File: src/hdl/gac_pkg.sv
// ----------------------------------------------------------------------------
// gac_pkg
// shared types, constants and pulse helpers for the autofire controller
// ----------------------------------------------------------------------------
package gac_pkg;

  localparam int FIRE_BUTTONS_DEF = 6;
  localparam int HOLD_W           = 8;
  localparam int CNT_W            = HOLD_W + 1;
  localparam int CFG_DATA_W       = 32;
  localparam int CFG_ADDR_W       = 3;

  localparam logic [HOLD_W-1:0] HOLD_RESET = HOLD_W'(2);

  localparam logic REG_HOLD_HIGH = 1'b0;
  localparam logic REG_HOLD_LOW  = 1'b1;

  typedef enum logic [1:0] {
    MODE_OFF   = 2'd0,
    MODE_TURBO = 2'd1,
    MODE_AUTO  = 2'd2
  } mode_t;

  typedef struct packed {
    logic [HOLD_W-1:0] hold_high;
    logic [HOLD_W-1:0] hold_low;
  } hold_cfg_t;

  typedef struct packed {
    logic step;
    logic active;
  } lane_ctl_t;

  function automatic logic pulse_level(logic [CNT_W-1:0] cnt, hold_cfg_t cfg);
    return cnt < {1'b0, cfg.hold_high};
  endfunction

  function automatic logic [CNT_W-1:0] pulse_next(logic [CNT_W-1:0] cnt, hold_cfg_t cfg);
    logic [CNT_W:0]   inc;
    logic [CNT_W-1:0] period;
    period = {1'b0, cfg.hold_high} + {1'b0, cfg.hold_low};
    inc    = {1'b0, cnt} + (CNT_W+1)'(1);
    if (inc >= {1'b0, period}) begin
      return '0;
    end
    return inc[CNT_W-1:0];
  endfunction

endpackage

File: src/hdl/gac_cfg.sv
// ----------------------------------------------------------------------------
// gac_cfg
// register file for the pulse timing, written and read over the apb port
// ----------------------------------------------------------------------------
module gac_cfg (
  input  logic                               clk,
  input  logic                               rst_n,
  input  logic                               cfg_psel,
  input  logic                               cfg_penable,
  input  logic                               cfg_pwrite,
  input  logic [gac_pkg::CFG_ADDR_W-1:0]     cfg_paddr,
  input  logic [gac_pkg::CFG_DATA_W-1:0]     cfg_pwdata,
  output logic [gac_pkg::CFG_DATA_W-1:0]     cfg_prdata,
  output logic                               cfg_pready,
  output gac_pkg::hold_cfg_t                 hold_cfg
);

  logic                           hold_high_sel;
  logic [gac_pkg::HOLD_W-1:0]     high_r;
  logic [gac_pkg::HOLD_W-1:0]     low_r;
  logic                           wr_en;
  logic                           reg_sel;

  assign cfg_pready    = 1'b1;
  assign reg_sel       = cfg_paddr[2];
  assign wr_en         = cfg_psel & cfg_penable & cfg_pwrite & cfg_pready;
  assign hold_high_sel = (reg_sel == gac_pkg::REG_HOLD_HIGH);

  always_ff @(posedge clk) begin
    if (!rst_n) begin
      high_r <= gac_pkg::HOLD_RESET;
      low_r  <= gac_pkg::HOLD_RESET;
    end else if (wr_en) begin
      if (hold_high_sel) begin
        high_r <= cfg_pwdata[gac_pkg::HOLD_W-1:0];
      end else begin
        low_r <= cfg_pwdata[gac_pkg::HOLD_W-1:0];
      end
    end
  end

  always_comb begin
    case (reg_sel)
      gac_pkg::REG_HOLD_HIGH: cfg_prdata = gac_pkg::CFG_DATA_W'(high_r);
      gac_pkg::REG_HOLD_LOW:  cfg_prdata = gac_pkg::CFG_DATA_W'(low_r);
      default:                cfg_prdata = '0;
    endcase
  end

  assign hold_cfg.hold_high = high_r;
  assign hold_cfg.hold_low  = low_r;

endmodule

File: src/hdl/gac_lane.sv
// ----------------------------------------------------------------------------
// gac_lane
// one fire button: mode switch edge detect, mode cycling and pulse counter
// ----------------------------------------------------------------------------
module gac_lane (
  input  logic                 clk,
  input  logic                 rst_n,
  input  gac_pkg::lane_ctl_t   ctl,
  input  gac_pkg::hold_cfg_t   hold_cfg,
  input  logic                 switch_bit,
  input  logic                 held_bit,
  output logic                 fire_bit,
  output logic [1:0]           mode
);

  gac_pkg::mode_t               mode_r;
  gac_pkg::mode_t               mode_nxt;
  logic [gac_pkg::CNT_W-1:0]    cnt_r;
  logic [gac_pkg::CNT_W-1:0]    cnt_nxt;
  logic                         prev_r;
  logic                         sw_edge;

  assign sw_edge = ctl.active & switch_bit & ~prev_r;

  // mode advances first, outputs use the new mode
  always_comb begin
    mode_nxt = mode_r;
    if (sw_edge) begin
      case (mode_r)
        gac_pkg::MODE_OFF:   mode_nxt = gac_pkg::MODE_TURBO;
        gac_pkg::MODE_TURBO: mode_nxt = gac_pkg::MODE_AUTO;
        default:             mode_nxt = gac_pkg::MODE_OFF;
      endcase
    end
  end

  always_comb begin
    fire_bit = held_bit;
    cnt_nxt  = cnt_r;
    case (mode_nxt)
      gac_pkg::MODE_TURBO: begin
        if (held_bit) begin
          fire_bit = gac_pkg::pulse_level(cnt_r, hold_cfg);
          cnt_nxt  = gac_pkg::pulse_next(cnt_r, hold_cfg);
        end else begin
          fire_bit = 1'b0;
          cnt_nxt  = '0;
        end
      end
      gac_pkg::MODE_AUTO: begin
        fire_bit = gac_pkg::pulse_level(cnt_r, hold_cfg);
        cnt_nxt  = gac_pkg::pulse_next(cnt_r, hold_cfg);
      end
      default: begin
        fire_bit = held_bit;
        cnt_nxt  = cnt_r;
      end
    endcase
  end

  assign mode = mode_nxt;

  always_ff @(posedge clk) begin
    if (!rst_n) begin
      mode_r <= gac_pkg::MODE_OFF;
      cnt_r  <= '0;
      prev_r <= 1'b0;
    end else if (ctl.step) begin
      mode_r <= mode_nxt;
      cnt_r  <= cnt_nxt;
      prev_r <= switch_bit;
    end
  end

endmodule

File: src/hdl/gamepad_autofire_controller_unit.sv
// ----------------------------------------------------------------------------
// gamepad_autofire_controller_unit
// turbo and autofire processing of one gamepad poll per request
// ----------------------------------------------------------------------------
// Each poll request is registered on entry, then the lane logic forms the
// result and loads the output register. A new request is taken every clock
// while the output side keeps up, so throughput is one poll per cycle; the
// input register and the output register together let the pipe keep moving
// while a result waits. Turbo and auto pulses last hold_high polls on and
// hold_low polls off, set through the apb registers at byte addresses 0 and 4.
module gamepad_autofire_controller_unit #(
  parameter  int FIRE_BUTTONS = gac_pkg::FIRE_BUTTONS_DEF,
  localparam int IN_W         = 8 + 2 * FIRE_BUTTONS,
  localparam int IN_TDATA_W   = ((IN_W + 7) / 8) * 8,
  localparam int OUT_W        = 7 + 3 * FIRE_BUTTONS,
  localparam int OUT_TDATA_W  = ((OUT_W + 7) / 8) * 8
) (
  input  logic                            clk,
  input  logic                            rst_n,
  // dpad_raw, fire_raw, select_raw, start_raw, switch_raw, slow_raw, pad_active
  input  logic [IN_TDATA_W-1:0]           in_tdata,
  input  logic                            in_tvalid,
  output logic                            in_tready,
  // dpad_out, fire_out, select_out, start_out, modes_out, slow_on
  output logic [OUT_TDATA_W-1:0]          out_tdata,
  output logic                            out_tvalid,
  input  logic                            out_tready,
  input  logic                            cfg_psel,
  input  logic                            cfg_penable,
  input  logic                            cfg_pwrite,
  input  logic [gac_pkg::CFG_ADDR_W-1:0]  cfg_paddr,
  input  logic [gac_pkg::CFG_DATA_W-1:0]  cfg_pwdata,
  output logic [gac_pkg::CFG_DATA_W-1:0]  cfg_prdata,
  output logic                            cfg_pready
);

  localparam int FB        = FIRE_BUTTONS;
  localparam int I_FIRE    = 4;
  localparam int I_SEL     = I_FIRE + FB;
  localparam int I_START   = I_SEL + 1;
  localparam int I_SW      = I_START + 1;
  localparam int I_SLOW    = I_SW + FB;
  localparam int I_ACT     = I_SLOW + 1;
  localparam int O_SLOW_ON = 7 + 3 * FB - 1;

  gac_pkg::hold_cfg_t           hold_cfg;
  gac_pkg::lane_ctl_t           lane_ctl;

  logic [IN_W-1:0]              in_data_r;
  logic                         in_valid_r;
  logic [OUT_W-1:0]             out_data_r;
  logic [OUT_W-1:0]             out_data_nxt;
  logic                         out_valid_r;
  logic                         adv;
  logic                         step;

  logic [3:0]                   dpad;
  logic [FB-1:0]                fire;
  logic                         sel;
  logic                         start;
  logic [FB-1:0]                sw;
  logic                         slow;
  logic                         active;

  logic [FB-1:0]                fire_res;
  logic [2*FB-1:0]              modes;

  logic                         slow_en_r;
  logic                         slow_en_nxt;
  logic [gac_pkg::CNT_W-1:0]    slow_cnt_r;
  logic [gac_pkg::CNT_W-1:0]    slow_cnt_nxt;
  logic                         prev_slow_r;
  logic                         slow_pulse;

  gac_cfg u_cfg (
    .clk         (clk),
    .rst_n       (rst_n),
    .cfg_psel    (cfg_psel),
    .cfg_penable (cfg_penable),
    .cfg_pwrite  (cfg_pwrite),
    .cfg_paddr   (cfg_paddr),
    .cfg_pwdata  (cfg_pwdata),
    .cfg_prdata  (cfg_prdata),
    .cfg_pready  (cfg_pready),
    .hold_cfg    (hold_cfg)
  );

  // pipeline handshake
  assign adv       = ~out_valid_r | out_tready;
  assign step      = adv & in_valid_r;
  assign in_tready = ~in_valid_r | adv;

  always_ff @(posedge clk) begin
    if (!rst_n) begin
      in_valid_r <= 1'b0;
    end else if (in_tready) begin
      in_valid_r <= in_tvalid;
    end
  end

  always_ff @(posedge clk) begin
    if (in_tready & in_tvalid) begin
      in_data_r <= in_tdata[IN_W-1:0];
    end
  end

  assign dpad   = in_data_r[3:0];
  assign fire   = in_data_r[I_FIRE +: FB];
  assign sel    = in_data_r[I_SEL];
  assign start  = in_data_r[I_START];
  assign sw     = in_data_r[I_SW +: FB];
  assign slow   = in_data_r[I_SLOW];
  assign active = in_data_r[I_ACT];

  assign lane_ctl.step   = step;
  assign lane_ctl.active = active;

  for (genvar i = 0; i < FB; i++) begin : g_lane
    gac_lane u_lane (
      .clk        (clk),
      .rst_n      (rst_n),
      .ctl        (lane_ctl),
      .hold_cfg   (hold_cfg),
      .switch_bit (sw[i]),
      .held_bit   (fire[i]),
      .fire_bit   (fire_res[i]),
      .mode       (modes[2*i +: 2])
    );
  end

  // slow motion toggle and its free-running pulse
  always_comb begin
    slow_en_nxt  = slow_en_r ^ (active & slow & ~prev_slow_r);
    slow_pulse   = 1'b0;
    slow_cnt_nxt = slow_cnt_r;
    if (slow_en_nxt) begin
      slow_pulse   = gac_pkg::pulse_level(slow_cnt_r, hold_cfg);
      slow_cnt_nxt = gac_pkg::pulse_next(slow_cnt_r, hold_cfg);
    end
  end

  always_ff @(posedge clk) begin
    if (!rst_n) begin
      slow_en_r   <= 1'b0;
      slow_cnt_r  <= '0;
      prev_slow_r <= 1'b0;
    end else if (step) begin
      slow_en_r   <= slow_en_nxt;
      slow_cnt_r  <= slow_cnt_nxt;
      prev_slow_r <= slow;
    end
  end

  assign out_data_nxt = {slow_en_nxt, modes, start | slow_pulse, sel, fire_res, dpad};

  always_ff @(posedge clk) begin
    if (!rst_n) begin
      out_valid_r <= 1'b0;
    end else if (adv) begin
      out_valid_r <= in_valid_r;
    end
  end

  always_ff @(posedge clk) begin
    if (step) begin
      out_data_r <= out_data_nxt;
    end
  end

  assign out_tvalid = out_valid_r;
  assign out_tdata  = OUT_TDATA_W'(out_data_r);

  // result carries the slow motion state that the same request left behind
  a_slow_on_match : assert property (@(posedge clk) disable iff (!rst_n)
    step |=> (out_tvalid && out_tdata[O_SLOW_ON] == slow_en_r))
    else $error("slow_on in result differs from slow motion state");

  // state only moves when a request is processed
  a_state_hold : assert property (@(posedge clk) disable iff (!rst_n)
    !step |=> ($stable(slow_en_r) && $stable(slow_cnt_r) && $stable(prev_slow_r)))
    else $error("slow motion state changed without a request");

  // a held request is not dropped while the output stalls
  a_req_kept : assert property (@(posedge clk) disable iff (!rst_n)
    (in_valid_r && !adv) |=> (in_valid_r && $stable(in_data_r)))
    else $error("pending request lost during output stall");

endmodule

File: config.mk
export PLATFORM = sky130hd
export DESIGN_NAME = gamepad_autofire_controller_unit
export DESIGN_NICKNAME = d
export VERILOG_FILES = /design/src/hdl/gac_pkg.sv /design/src/hdl/gac_cfg.sv /design/src/hdl/gac_lane.sv /design/src/hdl/gamepad_autofire_controller_unit.sv
export SDC_FILE = /design/constraint.sdc
export NUM_CORES = 1
export LEC_CHECK = 0
export CORE_AREA = 2 2 167 169
export CTS_CLUSTER_SIZE = 16
export DETAILED_ROUTE_END_ITERATION = 12
export DIE_AREA = 0 0 169 171
export DONT_BUFFER_PORTS = 1
export HOLD_SLACK_MARGIN = 0.15
export SYNTH_ARGS = -nofsm -noshare
export SYNTH_HDL_FRONTEND = slang
export SYNTH_SLANG_ARGS = --single-unit
File: constraint.sdc
create_clock -name clk -period 3.7 [get_ports clk]
set_clock_uncertainty 0.15 [all_clocks]
set_input_delay 0.925 -clock clk [delete_from_list [all_inputs] [get_ports clk]]
set_output_delay 0.925 -clock clk [all_outputs]
set_load 0.02 [all_outputs]
# Yosys cells after proc, flatten, opt, wreduce, memory -nomap -nowiden
# Index checks and enable logic that the tools add are counted.
# op_classes
addsub	8
magnitude_cmp	14
eq_ne	18
muxes	84
bitwise	32
n_reduce_logical	21
# op_table
operator	count
9-bit 2-to-1 mux	26
9-bit case mux with 2 select lines	6
9-bit by 1-bit adder with 10-bit output (second input constant)	7
10-bit by 9-bit >= comparator with 1-bit output	7
32-bit case mux with 2 select lines	1
9-bit by 8-bit < comparator with 1-bit output	7
1-bit 2-to-1 mux	33
2-bit by 1-bit equality test with 1-bit output (second input constant)	12
2-bit case mux with 2 select lines	6
1-bit AND	18
2-bit AND reduction	9
2-bit equality test (second input constant)	6
2-bit logical NOT	6
2-bit 2-to-1 mux	6
1-bit case mux with 2 select lines	6
2-bit nonzero test	6
1-bit NOT	10
8-bit by 8-bit adder with 9-bit output	1
1-bit bitwise OR	3
1-bit XOR	1
# totals
register_bits	146
in_bits	66
out_inout_bits	67
wordCells	204

# Longest topological paths before layout
# depth
word_depth	8
mapped_depth	16
mapped_depth_nobuf	16

# Hierarchy
# A second synthesis with hierarchy kept.
# unflattened
cells_unflattened	1296
area_unflattened_um2	11949.0
# modules_own_cells
mod	instances	cells_per_inst	area_each_um2	seq_area_each_um2
gac_lane	6	167	1381.3	240.2
gamepad_autofire_controller_unit	1	197	2720.1	1611.5
gac_cfg	1	97	940.9	320.3

# Least setup slack after synthesis
# No wires, ideal clock.
# synth_timing
path_kind	reg-to-reg
startpoint	reg u_cfg.high_r[0] (netlist bit)
endpoint	reg g_lane[2].u_lane.cnt_r[8] (netlist bit)
setup_time_ns	0.058
arrival_ns	3.679
required_time_ns	3.492
path_slack_ns	-0.187
stages_incl_launch_ff	16
n_path_buf	0
period_less_slack_ns	3.887
path_cell_list	dfxtp_1 -> ha_1 -> fa_1 -> and3_4 -> o21ai_4 -> nand2b_1 -> a21o_1 -> a21o_1 -> a21oi_1 -> ha_1 -> a2111oi_0 -> o21ai_0 -> a311oi_1 -> o21ai_1 -> nand2b_1 -> nand2_1
# synth_between
elab_chain_cells	8
word_cells_on_any_way	10
cone_classes	add/sub: 1; order compare: 1; mux: 8
# synth_rtl
item	line	source
start: declaration	gac_cfg.sv:19	logic [gac_pkg::HOLD_W-1:0] high_r;
start signal: assignment	gac_cfg.sv:31	high_r <= gac_pkg::HOLD_RESET;
start signal: assignment	gac_cfg.sv:35	high_r <= cfg_pwdata[gac_pkg::HOLD_W-1:0];
8-bit by 8-bit adder with 9-bit output (*)	gac_pkg.sv:41	period = {1'b0, cfg.hold_high} + {1'b0, cfg.hold_low};
10-bit by 9-bit >= comparator with 1-bit output (*)	gac_pkg.sv:43	if (inc >= {1'b0, period}) begin
1-bit 2-to-1 mux (*)	gac_pkg.sv:43	
1-bit 2-to-1 mux	gac_lane.sv:42	if (held_bit) begin
1-bit 2-to-1 mux	gac_lane.sv:40	case (mode_nxt)
9-bit 2-to-1 mux	gac_pkg.sv:46	return inc[CNT_W-1:0];
9-bit 2-to-1 mux	gac_lane.sv:42	
9-bit case mux with 2 select lines (*)	gac_lane.sv:40	
end signal: assignment	gac_lane.sv:70	cnt_r <= cnt_nxt;
end: declaration	gac_lane.sv:18	logic [gac_pkg::CNT_W-1:0] cnt_r;
# Mark *: on every way between the ends. The rest lies on a longest branch, timed or not. The select of a mux whose other input is x is not followed.
# A chain may end at the register's enable or synchronous reset.

# Worst setup path in the final report
# layout_timing
startpoint	reg u_cfg.low_r[0] (netlist bit)
endpoint	reg g_lane[2].u_lane.cnt_r[5] (netlist bit)
# layout_between
elab_chain_cells	8
word_cells_on_any_way	10
cone_classes	add/sub: 1; order compare: 1; mux: 8
# layout_rtl
item	line	source
start: declaration	gac_cfg.sv:20	logic [gac_pkg::HOLD_W-1:0] low_r;
start signal: assignment	gac_cfg.sv:32	low_r <= gac_pkg::HOLD_RESET;
start signal: assignment	gac_cfg.sv:37	low_r <= cfg_pwdata[gac_pkg::HOLD_W-1:0];
8-bit by 8-bit adder with 9-bit output (*)	gac_pkg.sv:41	
10-bit by 9-bit >= comparator with 1-bit output (*)	gac_pkg.sv:43	
1-bit 2-to-1 mux (*)	gac_pkg.sv:43	
1-bit 2-to-1 mux	gac_lane.sv:42	
1-bit 2-to-1 mux	gac_lane.sv:40	
9-bit 2-to-1 mux	gac_pkg.sv:46	
9-bit 2-to-1 mux	gac_lane.sv:42	
9-bit case mux with 2 select lines (*)	gac_lane.sv:40	
# Marks and branches as above.

==> flow_summary.yaml <==
status:
  status: "completed"
finish:
  finalCoreUtilization_pct: 39.0
  syn_to_final_growth_pct: 13.6
  fin_area_mm2: 0.0107
  layout_commonest_cell: "nand2_1"
  drive_gt1_share_pct: 10.4
  layout_common_cells: "nand2_1 (175), ha_1 (129), dfxtp_1 (97), a21oi_1 (59), nand2b_1 (53)"
  fillers: 2665
  multi_input_area_mm2: 0.00587
  antenna_cells: 0
  ff_latch_area_mm2: 0.00338
  nets: 1266
route:
  viasPerCell: 5.20
  ant_nets: 0
  drtIter0Drc: 344
  drc: 0
  vias: 7420
  wl_per_cell_um: 16.5
  first_pass_iters: 4
  totalWireLength_mm: 23.5
grt:
  grt_util_all_layers_pct: 16.4
  grt_overflow: 0
  grt_max_degree: 50
  grt_pass1_wl_mm: 36.8
  grt_pass1_vias: 6909
  antenna_found_initial: 0
power:
  ir_worst_vdd_mv: 0.360
  cellPowerDensity_mw_per_mm2: 372
  p_seq_share_pct: 44.6
  internal_power_w: 0.00288
  pwr-share-clk_pct: 45.0
  leakage_nw: 4.85
  p_sw_share_pct: 27.4
  p_comb_share_pct: 10.4
  p_switching_w: 0.00109
  finalPower_w: 0.00397
floorplan:
  fp-row-count: 61
  core_mm2: 0.0273
  die_area_mm2: 0.0289
  io_pins: 133
  initial_core_util_pct: 34.3
  fp.dieH_um: 171
  die-width_um: 169
placement:
  gp_congestion: 0.843
  post_dp_cell_area_mm2: 0.00982
  pre_cts_ws_ns: -0.0449
  io_buffers: 0
  dp_hpwl_mm: 16.5
critical_path:
  r2r-end: "g_lane[2].u_lane.cnt_r[5]$_SDFFE_PN0P_"
  rrSetupSlack_ns: 0.04
  crit_arrival_ns: 3.89
  worst-path-buf-inv: 0
  cp_common_cell: "a21o_1"
  critPathKind: "reg -> reg"
  worstPathMaxFanout: 5
  rr_worst_depth: 15
  slowest_stage: "a311oi_2"
  required_ns: 3.93
  endpoint_kind: "register"
  path_cells: "ha_4, fa_2, and3_4, o21ai_4, nand2b_1, a21o_1, a21o_1, a21oi_4, ha_4, a2111oi_4, o21ai_2, a311oi_2, o21ai_2, a21oi_1, a21o_1"
  r2r-start: "u_cfg.low_r[0]$_SDFFE_PN0P_"
  slowest_delay_ns: 0.38
  cp_top_family: "compound AO/OA/AOI/OAI gates"
  crit_cells: 15
  start_kind: "register"
hold_path:
  hold_path_class: "reg -> reg"
  hold_start: "in_data_r[3]$_DFFE_PP_"
  hold_depth: 0
  hold_end: "out_data_r[3]$_DFFE_PP_"
cts:
  cts.sinks: 146
  htree_levels: 4
  cts-root-buf: "clkbuf_16"
  clock_latency_ns: 0.43
  cts_tree: "built"
  path_clk_slew_ns: 0.07
  cts_made_buffers: 17
  cts.path.max_buffers: 2
synth:
  synthFlopType: "dfxtp_1"
  synth_edf_count: 45
  ys_types: 61
  yosysSeqAreaShare_pct: 36.0
  ys_ff_latch: 146
  synth_warnings: 0
  async_flop_share_pct: 0
  syn_area_mm2: 0.00938
  syn_inst: 1033
  syn_avg_cell_area_um2: 9.08
timing:
  slew_headroom_pct: 51.4
  finalMaxSlewViolations: 0
  period_share_pct: 98.9
  max_freq_ghz: 0.273
  grt_setup_unrepaired: "yes"
  hold_viol_final: 0
  setup_viol: 0
  layout_min_cycle_time_ns: 3.66
  tightest_slew_ns: 0.722
  finalWorstSetupSlack_ns: 0.0417
run:
  maxCapViolCount: 0
==> timing repair <==
item | in CTS | in global routing
buffers inserted | 1 | 5
gates resized for setup | 5 | 26
setup endpoints to repair | 21 | 53
hold buffers | 0 | 0
pin swaps | 2 | 8
cloned | 2 | 1
==> layer usage <==
metal	track usage, %	vias up	part of all wire, %
met5	0	-	0
met1	20.8	3523	46
met4	6.09	0	1.7
met2	27.9	160	48
li1	-	3708	-
met3	2.98	29	4.2
==> power groups by stage <==
stage          logic (W)  clock network, W  registers (W)
2_1_floorplan   0.000322                 0        0.00179
6_report        0.000413           0.00179        0.00177
5_1_grt         0.000461           0.00188        0.00177
3_5_place_dp    0.000391                 0        0.00180
3_3_place_gp    0.000385                 0        0.00180
4_1_cts         0.000398           0.00182        0.00177
==> cells in the mapped netlist (19+ instances only) <==
library cell | count | area share (%)
o21ai_0 | 51 | 2.7
ha_1 | 132 | 18
a21oi_1 | 64 | 3.4
edfxtp_1 | 45 | 14
buf_4 | 32 | 2.6
nor2_1 | 27 | 1.1
dfxtp_1 | 101 | 22
xor2_1 | 20 | 1.9
a21o_1 | 40 | 3.2
inv_1 | 34 | 1.4
xnor2_1 | 19 | 1.8
nand2_1 | 175 | 7.0
a21boi_0 | 21 | 1.7
nand3_1 | 36 | 1.9
nand2b_1 | 54 | 3.6
==> sequential cells by signal (all words and copies together), names as in the netlist <==
signal                cells
u_cfg.high_r              8
g_lane.u_lane.mode_r     12
g_lane.u_lane.cnt_r      54
in_data_r                20
prev_slow_r               1
u_cfg.low_r               8
out_data_r               25
out_tvalid                1
in_valid_r                1
slow_cnt_r                9
slow_en_r                 1
g_lane.u_lane.prev_r      6
==> kinds of logic after synthesis <==
group / synth area share, %
flip-flops: 36.0
multiplexers: 0.387
other: 0.0801
AND/OR/NAND/NOR: 19.7
AO/OA/AOI/OAI: 17.5
XOR/XNOR: 3.64
buffers and inverters: 4.76
adder cells (fa/ha/maj): 18.0
==> how the worst max path moves through the flow <==
stage	endpoint	slack [ns]	from
after floorplan	g_lane[2].u_lane.cnt_r[2]$_SDFFE_PN0P_	0.02	u_cfg.high_r[0]$_SDFFE_PN0P_
after global placement	g_lane[2].u_lane.cnt_r[3]$_SDFFE_PN0P_	-0.01	u_cfg.low_r[0]$_SDFFE_PN0P_
after detailed placement	g_lane[0].u_lane.cnt_r[3]$_SDFFE_PN0P_	-0.04	u_cfg.low_r[0]$_SDFFE_PN0P_
after CTS	g_lane[0].u_lane.cnt_r[3]$_SDFFE_PN0P_	0.004	u_cfg.low_r[0]$_SDFFE_PN0P_
after global routing	g_lane[2].u_lane.cnt_r[5]$_SDFFE_PN0P_	-0.07	u_cfg.low_r[1]$_SDFFE_PN1P_
final	g_lane[2].u_lane.cnt_r[5]$_SDFFE_PN0P_	0.04	u_cfg.low_r[0]$_SDFFE_PN0P_
==> through the flow <==
step | setup TNS, ns | cells | hold slack (ns)
floorplan | 0 | 1063 | 0.250
global placement | -0.0418 | 1385 | 0.251
detailed placement | -0.227 | 1385 | 0.256
CTS | 0 | 1420 | 0.276
global route | -0.636 | 1426 | 0.283
finish | 0 | 1426 | 0.274
==> layout make-up <==
| type | count | area share, % |
|---|---|---|
| Tap cell | 346 | 4.06 |
| Inverter | 34 | 1.20 |
| Timing Repair Buffer | 33 | 2.32 |
| Clock inverter | 15 | 1.61 |
| Sequential cell | 146 | 31.7 |
| Multi-Input combinational cell | 835 | 55.1 |
| Clock buffer | 17 | 3.99 |
Power figures use the tool's default switching activity.
